$ cat src/cft_pkg.sv
// Shared types and constants for the CSV field tokenizer.
// No dependencies; used by every module of the block through scoped names.
package cft_pkg;

   // Result kinds carried on the result channel's tuser.
   localparam logic [1:0] KIND_CONTENT = 2'd0;
   localparam logic [1:0] KIND_FIELD   = 2'd1;
   localparam logic [1:0] KIND_ROW     = 2'd2;

   // Fixed characters.
   localparam logic [7:0] CH_SP  = 8'h20;
   localparam logic [7:0] CH_TAB = 8'h09;
   localparam logic [7:0] CH_LF  = 8'h0A;
   localparam logic [7:0] CH_CR  = 8'h0D;

   // Register reset values.
   localparam logic [7:0] DELIM_RESET = 8'd44;
   localparam logic [7:0] QUOTE_RESET = 8'd34;

   // Register indexes on the csr channel.
   localparam logic CSR_DELIMITER  = 1'b0;
   localparam logic CSR_QUOTE_BYTE = 1'b1;

   // Byte class flags from the compare unit.
   typedef struct packed {
      logic ws;
      logic tab;
      logic cr;
      logic lf;
      logic quote;
      logic delim;
   } cls_type;

   // Commands to the held whitespace buffer.
   typedef struct packed {
      logic push;        // append one whitespace byte
      logic push_tab;    // 1 tab, 0 space
      logic clear_count; // forget held bytes after a flush
      logic clear_all;   // end of field: count and overflow flag
      logic rd_en;       // registered read of one entry
   } hbuf_cmd_type;

endpackage

$ cat src/cft_classify.sv
// Byte compare unit: classifies one text byte against fixed characters
// and the delimiter and quote registers. Depends on cft_pkg.
module cft_classify (
   input  logic [7:0]      text_byte,
   input  logic [7:0]      delimiter,
   input  logic [7:0]      quote_byte,
   output cft_pkg::cls_type cls
);

   // One compare per class, shared by all parser modes
   always_comb begin
      cls.tab   = (text_byte == cft_pkg::CH_TAB);
      cls.ws    = (text_byte == cft_pkg::CH_SP) || (text_byte == cft_pkg::CH_TAB);
      cls.cr    = (text_byte == cft_pkg::CH_CR);
      cls.lf    = (text_byte == cft_pkg::CH_LF);
      cls.quote = (text_byte == quote_byte);
      cls.delim = (text_byte == delimiter);
   end

endmodule

$ cat src/cft_held_buf.sv
// Held trailing whitespace buffer: one bit per entry (tab or space),
// fill count, overflow flag and a registered read port. Depends on cft_pkg.
module cft_held_buf #(
   parameter int DEPTH = 32
) (
   input  logic                                   clock,
   input  logic                                   reset,
   input  cft_pkg::hbuf_cmd_type                  cmd,
   input  logic [(DEPTH > 1 ? $clog2(DEPTH) : 1)-1:0] rd_idx,
   output logic                                   rd_tab,
   output logic [$clog2(DEPTH+1)-1:0]             count,
   output logic                                   overflow
);

   localparam int IdxW = (DEPTH > 1) ? $clog2(DEPTH) : 1;
   localparam int CntW = $clog2(DEPTH + 1);

   logic            mem [DEPTH];
   logic            rd_tab_ff;
   logic [CntW-1:0] count_ff, count_in;
   logic            overflow_ff, overflow_in;
   logic            room;

   assign room = (count_ff < CntW'(DEPTH));

   // Entry storage and registered read
   always_ff @(posedge clock) begin
      if (cmd.push && room) begin
         mem[count_ff[IdxW-1:0]] <= cmd.push_tab;
      end
      if (cmd.rd_en) begin
         rd_tab_ff <= mem[rd_idx];
      end
   end

   // Fill count and overflow flag
   always_comb begin
      count_in    = count_ff;
      overflow_in = overflow_ff;
      if (cmd.clear_all) begin
         count_in    = '0;
         overflow_in = 1'b0;
      end else if (cmd.clear_count) begin
         count_in = '0;
      end else if (cmd.push) begin
         if (room) begin
            count_in = count_ff + CntW'(1);
         end else begin
            overflow_in = 1'b1;
         end
      end
   end

   always_ff @(posedge clock) begin
      if (reset) begin
         count_ff    <= '0;
         overflow_ff <= 1'b0;
      end else begin
         count_ff    <= count_in;
         overflow_ff <= overflow_in;
      end
   end

   assign rd_tab   = rd_tab_ff;
   assign count    = count_ff;
   assign overflow = overflow_ff;

endmodule

$ cat src/csv_field_tokenizer_top.sv
// Top level of the CSV field tokenizer: parser sequencer, csr registers,
// result register. Depends on cft_pkg, cft_classify and cft_held_buf.
//
// Usage: text bytes arrive on the req_ channel, one per transfer, with
// req_tlast set on a final end-of-text transfer (its data is ignored).
// Each field leaves on the rsp_ channel as content bytes (tuser 0) and
// then an end-of-field (1) or end-of-row (2) mark; rsp_tlast flags the
// last result caused by one input transfer. Many inputs cause no result.
// The delimiter and quote byte are written on the csr_ channel while idle.
// Timing: a byte is accepted, evaluated in the next cycle and its result
// loaded into the result register in the content or mark state once that
// register is free; the next byte is accepted only back in idle. A content
// byte that follows held trailing whitespace first replays the held entries,
// each via read request and read-out states, through the registered read port.
// Reset (synchronous, active high) restores the default delimiter and
// quote, empties the buffer and starts at the beginning of a field.
// When the receiver stalls, the result register holds its transfer and
// the sequencer waits; no result is dropped.
module csv_field_tokenizer_top #(
   parameter int HELD_WS_DEPTH = 32
) (
   input  logic        clock,
   input  logic        reset,
   // Input channel
   input  logic        req_tvalid,
   output logic        req_tready,
   input  logic [7:0]  req_tdata,   // [7:0] text_byte
   input  logic        req_tlast,   // end_of_text
   // Result channel
   output logic        rsp_tvalid,
   input  logic        rsp_tready,
   output logic [15:0] rsp_tdata,   // [7:0] content_byte, [8] ws_dropped, rest zero
   output logic [1:0]  rsp_tuser,   // [1:0] kind
   output logic        rsp_tlast,   // last
   // Configuration channel
   input  logic        csr_valid,
   output logic        csr_ready,
   input  logic        csr_index,
   input  logic [7:0]  csr_data
);

   localparam int IdxW = (HELD_WS_DEPTH > 1) ? $clog2(HELD_WS_DEPTH) : 1;
   localparam int CntW = $clog2(HELD_WS_DEPTH + 1);

   typedef enum logic [2:0] {
      S_IDLE, S_EVAL, S_RDREQ, S_RDOUT, S_CONTENT, S_MARK
   } state_type;

   typedef enum logic [2:0] {
      M_START, M_PLAIN, M_QUOTED, M_QSEEN, M_AFTERQ
   } mode_type;

   typedef enum logic [1:0] {
      K_NONE, K_LF, K_CR
   } skip_type;

   // Configuration registers
   logic [7:0] delim_ff, quote_ff;

   assign csr_ready = 1'b1;

   always_ff @(posedge clock) begin
      if (reset) begin
         delim_ff <= cft_pkg::DELIM_RESET;
         quote_ff <= cft_pkg::QUOTE_RESET;
      end else if (csr_valid) begin
         case (csr_index)
            cft_pkg::CSR_DELIMITER:  delim_ff <= csr_data;
            cft_pkg::CSR_QUOTE_BYTE: quote_ff <= csr_data;
            default:                 delim_ff <= delim_ff;
         endcase
      end
   end

   // Sequencer registers
   state_type       state_ff, state_in;
   mode_type        mode_ff, mode_in;
   skip_type        skip_ff, skip_in;
   logic            row_open_ff, row_open_in;
   logic [7:0]      byte_ff, byte_in;
   logic            eot_ff, eot_in;
   logic [1:0]      mark_ff, mark_in;
   logic [CntW-1:0] flush_idx_ff, flush_idx_in;

   // Result register
   logic            rsp_valid_ff, rsp_valid_in;
   logic [1:0]      rsp_kind_ff, rsp_kind_in;
   logic [7:0]      rsp_byte_ff, rsp_byte_in;
   logic            rsp_ws_ff, rsp_ws_in;
   logic            rsp_last_ff, rsp_last_in;

   cft_pkg::cls_type      cls;
   cft_pkg::hbuf_cmd_type hcmd;
   logic                  hb_tab;
   logic [CntW-1:0]       hb_count;
   logic                  hb_overflow;
   logic                  out_free;
   logic                  skip_hit;
   logic [CntW-1:0]       flush_next;

   cft_classify u_classify (
      .text_byte  (byte_ff),
      .delimiter  (delim_ff),
      .quote_byte (quote_ff),
      .cls        (cls)
   );

   cft_held_buf #(
      .DEPTH (HELD_WS_DEPTH)
   ) u_held_buf (
      .clock    (clock),
      .reset    (reset),
      .cmd      (hcmd),
      .rd_idx   (flush_idx_ff[IdxW-1:0]),
      .rd_tab   (hb_tab),
      .count    (hb_count),
      .overflow (hb_overflow)
   );

   assign req_tready = (state_ff == S_IDLE);
   assign out_free   = !rsp_valid_ff || rsp_tready;
   assign skip_hit   = ((skip_ff == K_LF) && cls.lf) || ((skip_ff == K_CR) && cls.cr);
   assign flush_next = flush_idx_ff + CntW'(1);

   // Parser step and result sequencing
   always_comb begin
      state_in     = state_ff;
      mode_in      = mode_ff;
      skip_in      = skip_ff;
      row_open_in  = row_open_ff;
      byte_in      = byte_ff;
      eot_in       = eot_ff;
      mark_in      = mark_ff;
      flush_idx_in = flush_idx_ff;
      hcmd         = '0;
      hcmd.push_tab = cls.tab;

      rsp_valid_in = rsp_valid_ff && !rsp_tready;
      rsp_kind_in  = rsp_kind_ff;
      rsp_byte_in  = rsp_byte_ff;
      rsp_ws_in    = rsp_ws_ff;
      rsp_last_in  = rsp_last_ff;

      case (state_ff)
         S_IDLE: begin
            if (req_tvalid) begin
               byte_in  = req_tdata;
               eot_in   = req_tlast;
               state_in = S_EVAL;
            end
         end

         S_EVAL: begin
            state_in = S_IDLE;
            if (eot_ff) begin
               // close any open row and restart
               if (mode_ff != M_START || row_open_ff) begin
                  mark_in  = cft_pkg::KIND_ROW;
                  state_in = S_MARK;
               end else begin
                  hcmd.clear_all = 1'b1;
               end
               mode_in     = M_START;
               skip_in     = K_NONE;
               row_open_in = 1'b0;
            end else begin
               skip_in = K_NONE;
               if (!skip_hit) begin
                  case (mode_ff)
                     M_START: begin
                        if (cls.ws) begin
                           row_open_in = 1'b1;
                        end else if (cls.cr || cls.lf) begin
                           row_open_in = 1'b0;
                           skip_in     = cls.cr ? K_LF : K_CR;
                           mark_in     = cft_pkg::KIND_ROW;
                           state_in    = S_MARK;
                        end else if (cls.quote) begin
                           mode_in     = M_QUOTED;
                           row_open_in = 1'b1;
                        end else if (cls.delim) begin
                           row_open_in = 1'b1;
                           mark_in     = cft_pkg::KIND_FIELD;
                           state_in    = S_MARK;
                        end else begin
                           mode_in     = M_PLAIN;
                           row_open_in = 1'b1;
                           state_in    = S_CONTENT;
                        end
                     end

                     M_PLAIN: begin
                        if (cls.delim) begin
                           mode_in     = M_START;
                           row_open_in = 1'b1;
                           mark_in     = cft_pkg::KIND_FIELD;
                           state_in    = S_MARK;
                        end else if (cls.cr || cls.lf) begin
                           mode_in     = M_START;
                           row_open_in = 1'b0;
                           skip_in     = cls.cr ? K_LF : K_CR;
                           mark_in     = cft_pkg::KIND_ROW;
                           state_in    = S_MARK;
                        end else if (cls.ws) begin
                           hcmd.push = 1'b1;
                        end else if (hb_count != '0) begin
                           flush_idx_in = '0;
                           state_in     = S_RDREQ;
                        end else begin
                           state_in = S_CONTENT;
                        end
                     end

                     M_QUOTED: begin
                        if (cls.quote) begin
                           mode_in = M_QSEEN;
                        end else begin
                           state_in = S_CONTENT;
                        end
                     end

                     default: begin
                        // quote seen inside a quoted field, or after closing quote
                        if (mode_ff == M_QSEEN && cls.quote) begin
                           mode_in  = M_QUOTED;
                           state_in = S_CONTENT;
                        end else if (cls.ws) begin
                           mode_in = M_AFTERQ;
                        end else if (cls.delim) begin
                           mode_in     = M_START;
                           row_open_in = 1'b1;
                           mark_in     = cft_pkg::KIND_FIELD;
                           state_in    = S_MARK;
                        end else begin
                           // stray byte ends the row like LF and is dropped
                           mode_in     = M_START;
                           row_open_in = 1'b0;
                           skip_in     = cls.cr ? K_LF : K_CR;
                           mark_in     = cft_pkg::KIND_ROW;
                           state_in    = S_MARK;
                        end
                     end
                  endcase
               end
            end
         end

         S_RDREQ: begin
            hcmd.rd_en = 1'b1;
            state_in   = S_RDOUT;
         end

         S_RDOUT: begin
            // replay one held whitespace byte
            if (out_free) begin
               rsp_valid_in = 1'b1;
               rsp_kind_in  = cft_pkg::KIND_CONTENT;
               rsp_byte_in  = hb_tab ? cft_pkg::CH_TAB : cft_pkg::CH_SP;
               rsp_ws_in    = hb_overflow;
               rsp_last_in  = 1'b0;
               flush_idx_in = flush_next;
               if (flush_next == hb_count) begin
                  hcmd.clear_count = 1'b1;
                  state_in         = S_CONTENT;
               end else begin
                  state_in = S_RDREQ;
               end
            end
         end

         S_CONTENT: begin
            if (out_free) begin
               rsp_valid_in = 1'b1;
               rsp_kind_in  = cft_pkg::KIND_CONTENT;
               rsp_byte_in  = byte_ff;
               rsp_ws_in    = hb_overflow;
               rsp_last_in  = 1'b1;
               state_in     = S_IDLE;
            end
         end

         S_MARK: begin
            // end of field: the mark carries the overflow flag, then clear
            if (out_free) begin
               rsp_valid_in   = 1'b1;
               rsp_kind_in    = mark_ff;
               rsp_byte_in    = '0;
               rsp_ws_in      = hb_overflow;
               rsp_last_in    = 1'b1;
               hcmd.clear_all = 1'b1;
               state_in       = S_IDLE;
            end
         end

         default: begin
            state_in = S_IDLE;
         end
      endcase
   end

   always_ff @(posedge clock) begin
      if (reset) begin
         state_ff     <= S_IDLE;
         mode_ff      <= M_START;
         skip_ff      <= K_NONE;
         row_open_ff  <= 1'b0;
         rsp_valid_ff <= 1'b0;
      end else begin
         state_ff     <= state_in;
         mode_ff      <= mode_in;
         skip_ff      <= skip_in;
         row_open_ff  <= row_open_in;
         rsp_valid_ff <= rsp_valid_in;
      end
      byte_ff      <= byte_in;
      eot_ff       <= eot_in;
      mark_ff      <= mark_in;
      flush_idx_ff <= flush_idx_in;
      rsp_kind_ff  <= rsp_kind_in;
      rsp_byte_ff  <= rsp_byte_in;
      rsp_ws_ff    <= rsp_ws_in;
      rsp_last_ff  <= rsp_last_in;
   end

   assign rsp_tvalid = rsp_valid_ff;
   assign rsp_tdata  = {7'd0, rsp_ws_ff, rsp_byte_ff};
   assign rsp_tuser  = rsp_kind_ff;
   assign rsp_tlast  = rsp_last_ff;

endmodule
$ cat config.mk
export PLATFORM = sky130hd
export DESIGN_NAME = csv_field_tokenizer_top
export DESIGN_NICKNAME = d
export VERILOG_FILES = /design/src/cft_pkg.sv /design/src/cft_classify.sv /design/src/cft_held_buf.sv /design/src/csv_field_tokenizer_top.sv
export SDC_FILE = /design/constraint.sdc
export NUM_CORES = 1
export LEC_CHECK = 0
export ABC_CLOCK_PERIOD_IN_PS = 6000
export BUFFER_PORTS_ARGS = -buffer_cell sky130_fd_sc_hd__buf_2
export CAP_MARGIN = 20
export CORE_MARGIN = 2
export CORE_UTILIZATION = 40
export DETAILED_ROUTE_END_ITERATION = 12
export PLACE_DENSITY = 0.56
export SYNTH_ARGS = -nofsm -noshare
export SYNTH_HDL_FRONTEND = slang
export SYNTH_SLANG_ARGS = --single-unit
$ cat constraint.sdc
create_clock -name clock -period 6 [get_ports clock]
set_input_delay 0.6 -clock clock [delete_from_list [all_inputs] [get_ports clock]]
set_output_delay 0.6 -clock clock [all_outputs]
set_load 0.02 [all_outputs]
Yosys cells after proc, flatten, opt, wreduce, memory -nomap -nowiden
Memories as Yosys holds them, arrays and structs flattened. A register that Yosys moved wholly into a read port is not among the register bits.
Cells that the tools add are included.
W data, S select, Z words.
Operators by class
  add/subtract/negate cells: 2
  magnitude comparators: 1
  eq/ne operators: 43
  mux-type cells: 104
  bitwise gates (word level): 3
  reduce and logical (&&, ||, !) cells: 39
Operator list (count)
  $mux W3: 28
  $mux W6: 9
  $mux W2: 23
  $mux W1: 30
  $eq A8 B4 Y1 const B: 3
  $mux W8: 3
  $ne A2 B2 Y1 const B: 12
  $pmux W8 S3: 1
  $pmux W3 S3: 2
  $eq A8 B8 Y1: 2
  $ne A4 B4 Y1 const B: 4
  $pmux W3 S5: 1
  $add A6 B1 Y6 const B: 2
  $eq A3 B2 Y1 const B: 4
  $ne A4 B2 Y1 const B: 3
  $pmux W2 S3: 2
  $pmux W6 S2: 1
  $reduce_and A3 Y1: 4
  $reduce_and A10 Y1: 1
  $reduce_and A2 Y1: 5
  $ne A3 B3 Y1 const B: 3
  $reduce_and A9 Y1: 1
  $eq A8 B6 Y1 const B: 1
  $ne A2 B1 Y1 const B: 4
  other kinds (22): 43
Storage, ports and cells
  flip-flop bits (word level): 62
  RAM bits: 32
  memories: 1
Memories
  u_held_buf.mem: depth 32, bits a word 1, read ports 1, clocked after Yosys merged registers in 1, wr ports 1, line cft_held_buf.sv:18  | logic mem [DEPTH];

Longest topological paths before layout
Gate-level depths: netlist of the first run.
  word-level depth: 12
  gate-level depth with buffers: 9

Modules after synthesis
From an unflattened synthesis of the first run, not the netlist that was laid out.
Second synthesis, totals
  cell total of the unflattened synthesis: 496
  area total of the unflattened synthesis: 4879.7 um^2
Modules (own cells, without submodules)
  csv_field_tokenizer_top: instances 1, cells each 300, area each 2782.7 um^2, sequential area each 1391.3 um^2
  cft_held_buf: instances 1, cells each 162, area each 1853.0 um^2, sequential area each 1131.1 um^2
  cft_classify: instances 1, cells each 34, area each 244.0 um^2, sequential area each 0.0 um^2

Least setup slack after synthesis of the first run
OpenSTA, ideal clock, no wires.
  path kind: reg-to-reg
  from: register byte_ff[4]
  to: memory u_held_buf.mem[0] (data pin)
  setup time: 0.567 ns
  arrival time: 2.795 ns
  data required time: 5.433 ns
  setup slack: 2.639 ns
  cell stages (with the launch flop): 4
  clock period less this slack: 3.361 ns
  cells stage by stage: edfxtp_1 > nor3_4 > nand2_1 > nor4b_1
RTL lines
  start: declaration: line csv_field_tokenizer_top.sv:80  | logic [7:0] byte_ff, byte_in;
  start signal: assignment: line csv_field_tokenizer_top.sv:315  | byte_ff <= byte_in;
  end: declaration: line cft_held_buf.sv:18

Worst setup path after layout of the first run
  from: register byte_ff[0]
  to: register flush_idx_ff[4] (enable)
On the way
  cells in the longest elaborated chain, start to end: 5
RTL lines
  $eq A8 B4 Y1 (on tied branches): line cft_classify.sv:15, cft_classify.sv:14
  $logic_and A1 B1 Y1: line csv_field_tokenizer_top.sv:122  | assign skip_hit = ((skip_ff == K_LF) && cls.lf) || ((skip_ff == K_CR) && cls.cr);
  $logic_or A1 B1 Y1: line csv_field_tokenizer_top.sv:122
  $ne A2 B2 Y1 (no source line)
  $reduce_and A9 Y1 (no source line) (*)
  end signal: assignment: line csv_field_tokenizer_top.sv:318  | flush_idx_ff <= flush_idx_in;
  end: declaration: line csv_field_tokenizer_top.sv:83  | logic [CntW-1:0] flush_idx_ff, flush_idx_in;
Every way passes the cells marked *; elsewhere a longest branch is shown, timed or not.
A chain may end at the register's enable or synchronous reset.

==> impl_metrics.py, run 1 <==
metrics = {
    "run_status": {
        "status": "finished clean",
    },
    "drt": {
        "vias": 3510,
        "post_drt_wl_per_cell_um": 17.6,
        "dr.pass1.iters": 7,
        "drt-total-wl_um": 11200,
        "viasPerCell": 5.51,
        "ant_nets": 0,
        "drc": 0,
        "drtIter0Drc": 362,
    },
    "synth": {
        "async_flop_share_pct": 0,
        "ys.flop_type": "edfxtp_1",
        "syn_area_per_cell_um2": 10.6,
        "synth-edff-count": 62,
        "seq_area_frac_synth_pct": 51.1,
        "yosys_warnings": 0,
        "ys_types": 72,
        "synth_seq_cells": 95,
        "netlist_area_um2": 4930,
        "syn-instance-count": 464,
    },
    "floorplan": {
        "num_rows": 40,
        "dieArea_um2": 13200,
        "core_area_um2": 12000,
        "die_height_um": 115,
        "num_io_pins": 45,
        "start_util_pct": 41.1,
        "die_w_um": 115,
    },
    "global_route": {
        "grtUsageTotal_pct": 17.7,
        "grt.overflow.total": 0,
        "grt_pass1_wl_um": 17500,
        "grt_max_degree": 33,
        "grt_pass1_vias": 3324,
        "antenna_found_initial": 0,
    },
    "worst_setup_path": {
        "end_kind": "flop",
        "cp.arrival_ns": 2.66,
        "reg2reg_depth": 6,
        "r2r-start": "byte_ff[0]",
        "critPathMaxFanout": 9,
        "startpoint_type": "flop",
        "crit_type": "flop to flop",
        "worstPathRequired_ns": 5.99,
        "crit_start": "byte_ff[0]",
    },
    "timing": {
        "worst_pin_slew_ns": 0.902,
        "clock-skew-final_ns": 0.00566,
        "fmax_mhz": 374,
        "slew_viol_final": 0,
        "slew_headroom_pct": 39.2,
        "rsz0062_at_grt": "no",
        "holdWs_ns": 0.421,
        "setup_ws_ns": 3.33,
        "setup_viol": 0,
        "finalCritPeriodShare_pct": 44.5,
        "fin_setup_tns_ns": 0,
        "period_needed_ns": 2.67,
        "finalHoldViolCount": 0,
    },
    "clocking": {
        "clock_sinks": 95,
        "cts_setup_buffers": 0,
        "holdBufCountCts": 0,
        "cts_resized": 0,
        "clk_latency_ns": 0.35,
        "cts_max_level": 3,
        "cts_tree": "done",
        "cts_buffer_depth": 2,
        "clkTransAtPathRegs_ns": 0.07,
        "cts-root-buf": "clkbuf_16",
        "cts_made_buffers": 9,
    },
    "final_layout": {
        "num_antenna_cells": 0,
        "layout-drive-gt1-share_pct": 16.9,
        "area_delta_synth_final_pct": 10.5,
        "nets": 513,
        "layout_common_cells": "62 x edfxtp_1, 57 x nor2_1, 51 x nand2_1, 36 x buf_2, 33 x dfxtp_1",
        "postLayoutCoreUtil_pct": 45.4,
        "layout_commonest_cell": "edfxtp_1",
    },
    "power_and_ir_drop": {
        "p_clk_share_pct": 40.2,
        "p_total_uw": 1430,
        "power_frac_comb_pct": 8.3,
        "sequentialPowerShare_pct": 51.5,
        "total_leakage_power_uw": 0.00193,
        "p_sw_uw": 350,
        "power.internal_uw": 1080,
        "power_switching_share_pct": 24.5,
        "cellPowerDensity_nw_per_um2": 262,
        "vdd_drop_max_mv": 0.137,
    },
    "min_path": {
        "whs_path_depth": 1,
        "hp-class": "primary input to flop",
        "hold_start": "req_tlast",
    },
    "placement": {
        "hpwl_um": 8070,
        "place_congestion": 0.909,
        "pre_cts_slack_ns": 3.36,
        "io_buffers": 36,
    },
    "job": {
        "maxCapViolCount": 0,
    },
}
-- per-layer routing --
layer  wire [µm]  GRT usage [%]  up-vias
met5           0              0        -
met4         211           6.51        0
met3         418           5.11       12
met2        5460           28.9       72
met1        5100           22.3     1714
li1            -              -     1712
-- cells in the mapped netlist (all sizes together), types with 2 or more instances --
| master | number | area share, % |
|---|---|---|
| a2111oi | 2 | 0.74 |
| a211oi | 4 | 0.71 |
| a21o | 2 | 0.30 |
| a21oi | 30 | 3.0 |
| a22o | 4 | 0.71 |
| a311o | 3 | 0.61 |
| a31oi | 3 | 0.38 |
| and2 | 11 | 1.4 |
| and3 | 3 | 0.38 |
| and3b | 2 | 0.36 |
| buf | 18 | 2.5 |
| clkbuf | 15 | 1.1 |
| conb | 2 | 0.15 |
| dfxtp | 33 | 13 |
| edfxtp | 62 | 38 |
| ha | 5 | 1.3 |
| inv | 13 | 0.99 |
| mux2 | 2 | 0.46 |
| mux2i | 3 | 0.61 |
| mux4 | 10 | 4.6 |
| nand2 | 54 | 4.3 |
| nand2b | 2 | 0.25 |
| nand3 | 16 | 1.6 |
| nand3b | 6 | 0.91 |
| nor2 | 57 | 4.3 |
| nor2b | 6 | 0.76 |
| nor3 | 10 | 1.2 |
| nor3b | 3 | 0.56 |
| nor4 | 7 | 1.6 |
| o2111ai | 3 | 0.53 |
| o211a | 2 | 0.56 |
| o211ai | 5 | 0.86 |
| o21ai | 8 | 0.81 |
| o22ai | 3 | 0.38 |
| o32a | 2 | 0.41 |
| or2 | 2 | 0.25 |
| or3 | 3 | 0.38 |
| xnor2 | 7 | 1.2 |
| xor2 | 23 | 4.1 |
-- final timing paths --
| path | end | slack [ns] |
|---|---|---|
| min | eot_ff | 0.42 |
| max reg2reg | flush_idx_ff[4] | 3.33 |
| max | flush_idx_ff[4] | 3.33 |
| min reg2reg | rsp_ws_ff | 0.47 |
-- registers in the layout, indices dropped and copies added (netlist names), 2 cells and up --
register and cells:
u_held_buf.mem 32, skip_ff 2, state_ff 3, mark_ff 2, delim_ff 8, quote_ff 8
u_held_buf.count 6, rsp_byte_ff 8, rsp_tuser 2, flush_idx_ff 6, mode_ff 3, byte_ff 8
-- power by group through the flow --
stage / registers [µW] / logic (µW) / clock network [µW]
floorplan: 741 / 95.6 / 0
global placement: 750 / 119 / 0
detailed placement: 751 / 118 / 0
CTS: 736 / 119 / 591
global route: 739 / 130 / 616
finish: 736 / 119 / 575
-- cell families after synthesis --
logic type / share of synthesized area [%]
AND/OR/NAND/NOR: 18.8
flip-flops: 51.1
AO/OA/AOI/OAI: 12.5
buffers and inverters: 4.72
XOR/XNOR: 5.78
multiplexers: 5.63
adder cells (fa/ha/maj): 1.27
other: 0.152
-- cell type report --
type / instances / area [µm²]
fill: 1133 / 6560
sequential: 95 / 2520
multi-input combinational: 328 / 2210
clock buffer: 10 / 229
timing repair buffer: 37 / 188
tap: 147 / 184
clock inverter: 6 / 68.8
inverter: 14 / 52.6
-- metrics by stage --
| stage | cell area, µm² | std cells |
|---|---|---|
| 2_1_floorplan | 4950 | 470 |
| 3_3_place_gp | 5150 | 621 |
| 3_5_place_dp | 5150 | 621 |
| 4_1_cts | 5450 | 637 |
| 5_1_grt | 5450 | 637 |
| 6_report | 5450 | 637 |
-- worst max-delay path, stage by stage (launching register included) --
cell and delay (ns):
edfxtp_1 0.54, xor2_1 0.21, nor4_2 0.51, and2_0 0.45
nor3_1 0.10, nand3_1 0.14, o21ai_0 0.35
(Power assumes the default switching activity.)
==> inputs of run 2 (changes only) <==
ABC_CLOCK_PERIOD_IN_PS = 2300   (was 6000)
PLACE_DENSITY = 0.59   (was 0.56)
clock period = 2.3 ns   (was 6 ns; I/O delays follow)
==> run 2 against run 1 <==
  * Die area unchanged
  * Combinational power increased to 3.6 times the previous value
  * Critical endpoint is now u_held_buf.mem[4]
  * Sequential cell count unchanged
  * Via count increased by 7.7%
  * Highest routed layer unchanged
==> impl_metrics.py, run 2 (same netlist as run 1, synthesis figures left out) <==
metrics = {
    "min_path": {
        "hold_start": "req_tlast",
        "hp-class": "primary input to flop",
        "min_to": "eot_ff",
        "whs_path_depth": 1,
    },
    "drt": {
        "drtIter0Drc": 363,
        "drc": 0,
        "ant_nets": 0,
        "dr.pass1.iters": 5,
        "viasPerCell": 5.45,
        "post_drt_wl_per_cell_um": 16.9,
        "drt-total-wl_um": 11800,
        "vias": 3782,
    },
    "clocking": {
        "clk_latency_ns": 0.35,
        "holdBufCountCts": 0,
        "cts_tree": "done",
        "cts_buffer_depth": 2,
        "clock_sinks": 95,
        "cts_made_buffers": 9,
        "cts-root-buf": "clkbuf_16",
        "clkTransAtPathRegs_ns": 0.07,
        "cts_max_level": 3,
    },
    "worst_setup_path": {
        "critPathMaxFanout": 7,
        "cp_slowest_cell": "edfxtp_1",
        "end_kind": "flop",
        "slowest_delay_ns": 0.42,
        "cp_cell_sequence": "buf_6 -> buf_4 -> nor2_1 -> o2111ai_1 -> a2111oi_4 -> and2_4 -> nand2_4 -> nor2_1",
        "reg2reg_depth": 8,
        "crit_type": "flop to flop",
        "r2r-start": "byte_ff[2]",
        "crit_buf_inv": 2,
        "startpoint_type": "flop",
        "cp.arrival_ns": 2.36,
        "worstPathRequired_ns": 2.36,
        "path_common_cell": "nor2_1",
        "r2r_slack_ns": 0.0007,
        "cp_top_family": "simple AND/OR/NAND/NOR gates",
        "r2r_end": "u_held_buf.mem[4]",
    },
    "final_layout": {
        "layout-drive-gt1-share_pct": 31.8,
        "largest_reg_flops": 32,
        "area_delta_synth_final_pct": 23.9,
        "nets": 570,
        "num_antenna_cells": 0,
        "layout_common_cells": "62 x edfxtp_1, 50 x nand2_1, 50 x buf_4, 37 x nor2_1, 36 x buf_2",
        "layout_commonest_cell": "edfxtp_1",
    },
    "global_route": {
        "antenna_found_initial": 0,
        "grt.overflow.total": 0,
        "grt_max_degree": 33,
        "grt_pass1_wl_um": 18100,
        "grt_pass1_vias": 3482,
        "grtUsageTotal_pct": 17.9,
    },
    "power_and_ir_drop": {
        "vdd_drop_max_mv": 0.468,
        "total_leakage_power_uw": 0.00228,
        "cellPowerDensity_nw_per_um2": 628,
    },
    "timing": {
        "finalCritPeriodShare_pct": 100,
        "clock-skew-final_ns": 0.00619,
        "rsz0062_at_grt": "yes",
        "slew_viol_final": 0,
        "setup_viol": 0,
        "holdWs_ns": 0.0495,
        "slew_headroom_pct": 59.9,
        "finalHoldViolCount": 0,
        "fin_setup_tns_ns": 0,
        "fmax_mhz": 435,
        "period_needed_ns": 2.30,
        "worst_pin_slew_ns": 0.600,
    },
    "floorplan": {
        "num_io_pins": 45,
        "die_height_um": 115,
        "start_util_pct": 41.1,
        "num_rows": 40,
        "core_area_um2": 12000,
        "dieArea_um2": 13200,
        "die_w_um": 115,
    },
    "job": {
        "maxCapViolCount": 0,
    },
    "run_status": {
        "status": "finished clean",
    },
    "placement": {
        "hpwl_um": 8450,
        "io_buffers": 36,
        "place_congestion": 0.848,
    },
}
==> run 2: worst max path at each step <==
stage                          start  cells past startpoint                  to  slack (ns)
final                     byte_ff[2]                      8   u_held_buf.mem[4]      0.0007
after global routing      byte_ff[2]                      8  u_held_buf.mem[13]       -0.12
after CTS                 byte_ff[5]                      6  u_held_buf.mem[29]       0.005
after detailed placement  byte_ff[0]                      6  u_held_buf.mem[10]       -0.12
after global placement    byte_ff[2]                      9          mark_ff[0]       -0.05
after floorplan           byte_ff[4]                      7  u_held_buf.mem[29]        0.12
==> run 2: final cells by class <==
type,instances,area [µm²]
tap,147,184
sequential,95,2520
clock buffer,9,225
timing repair buffer,94,647
inverter,14,52.6
fill,1086,5900
multi-input combinational,328,2410
clock inverter,7,71.3
==> run 2: layer usage <==
layer	vias up	share of wire [%]	track usage, %
met5	-	0	0
met2	100	49	28.5
met3	21	4.3	3.85
met1	1836	44	23.8
li1	1825	-	-
met4	0	2.4	7.47
==> run 2: per-stage QoR <==
step / cell area (µm²) / cells / util (%) / power (µW) / setup WS (ns)
finish: 6110 / 694 / 50.9 / 3840 / 0.000673
global route: 6110 / 694 / 50.9 / 3970 / -0.116
CTS: 5840 / 684 / 48.6 / 3820 / 0.00499
detailed placement: 5500 / 665 / 45.8 / 2320 / -0.123
global placement: 5500 / 665 / 45.8 / 2310 / -0.0525
floorplan: 4970 / 470 / - / 2180 / 0.124
==> run 2: timing repair <==
action / in CTS / in global routing
pin swaps: 3 / 13
gates resized for setup: 7 / 50
endpoints found under the setup margin: 34 / 51
setup buffers: 4 / 10
==> run 2: report_power, final <==
part | switching (µW) | internal, µW | total (µW)
logic | 252 | 181 | 433
registers | 45.0 | 1860 | 1900
clock network | 658 | 842 | 1500
total | 955 | 2880 | 3840
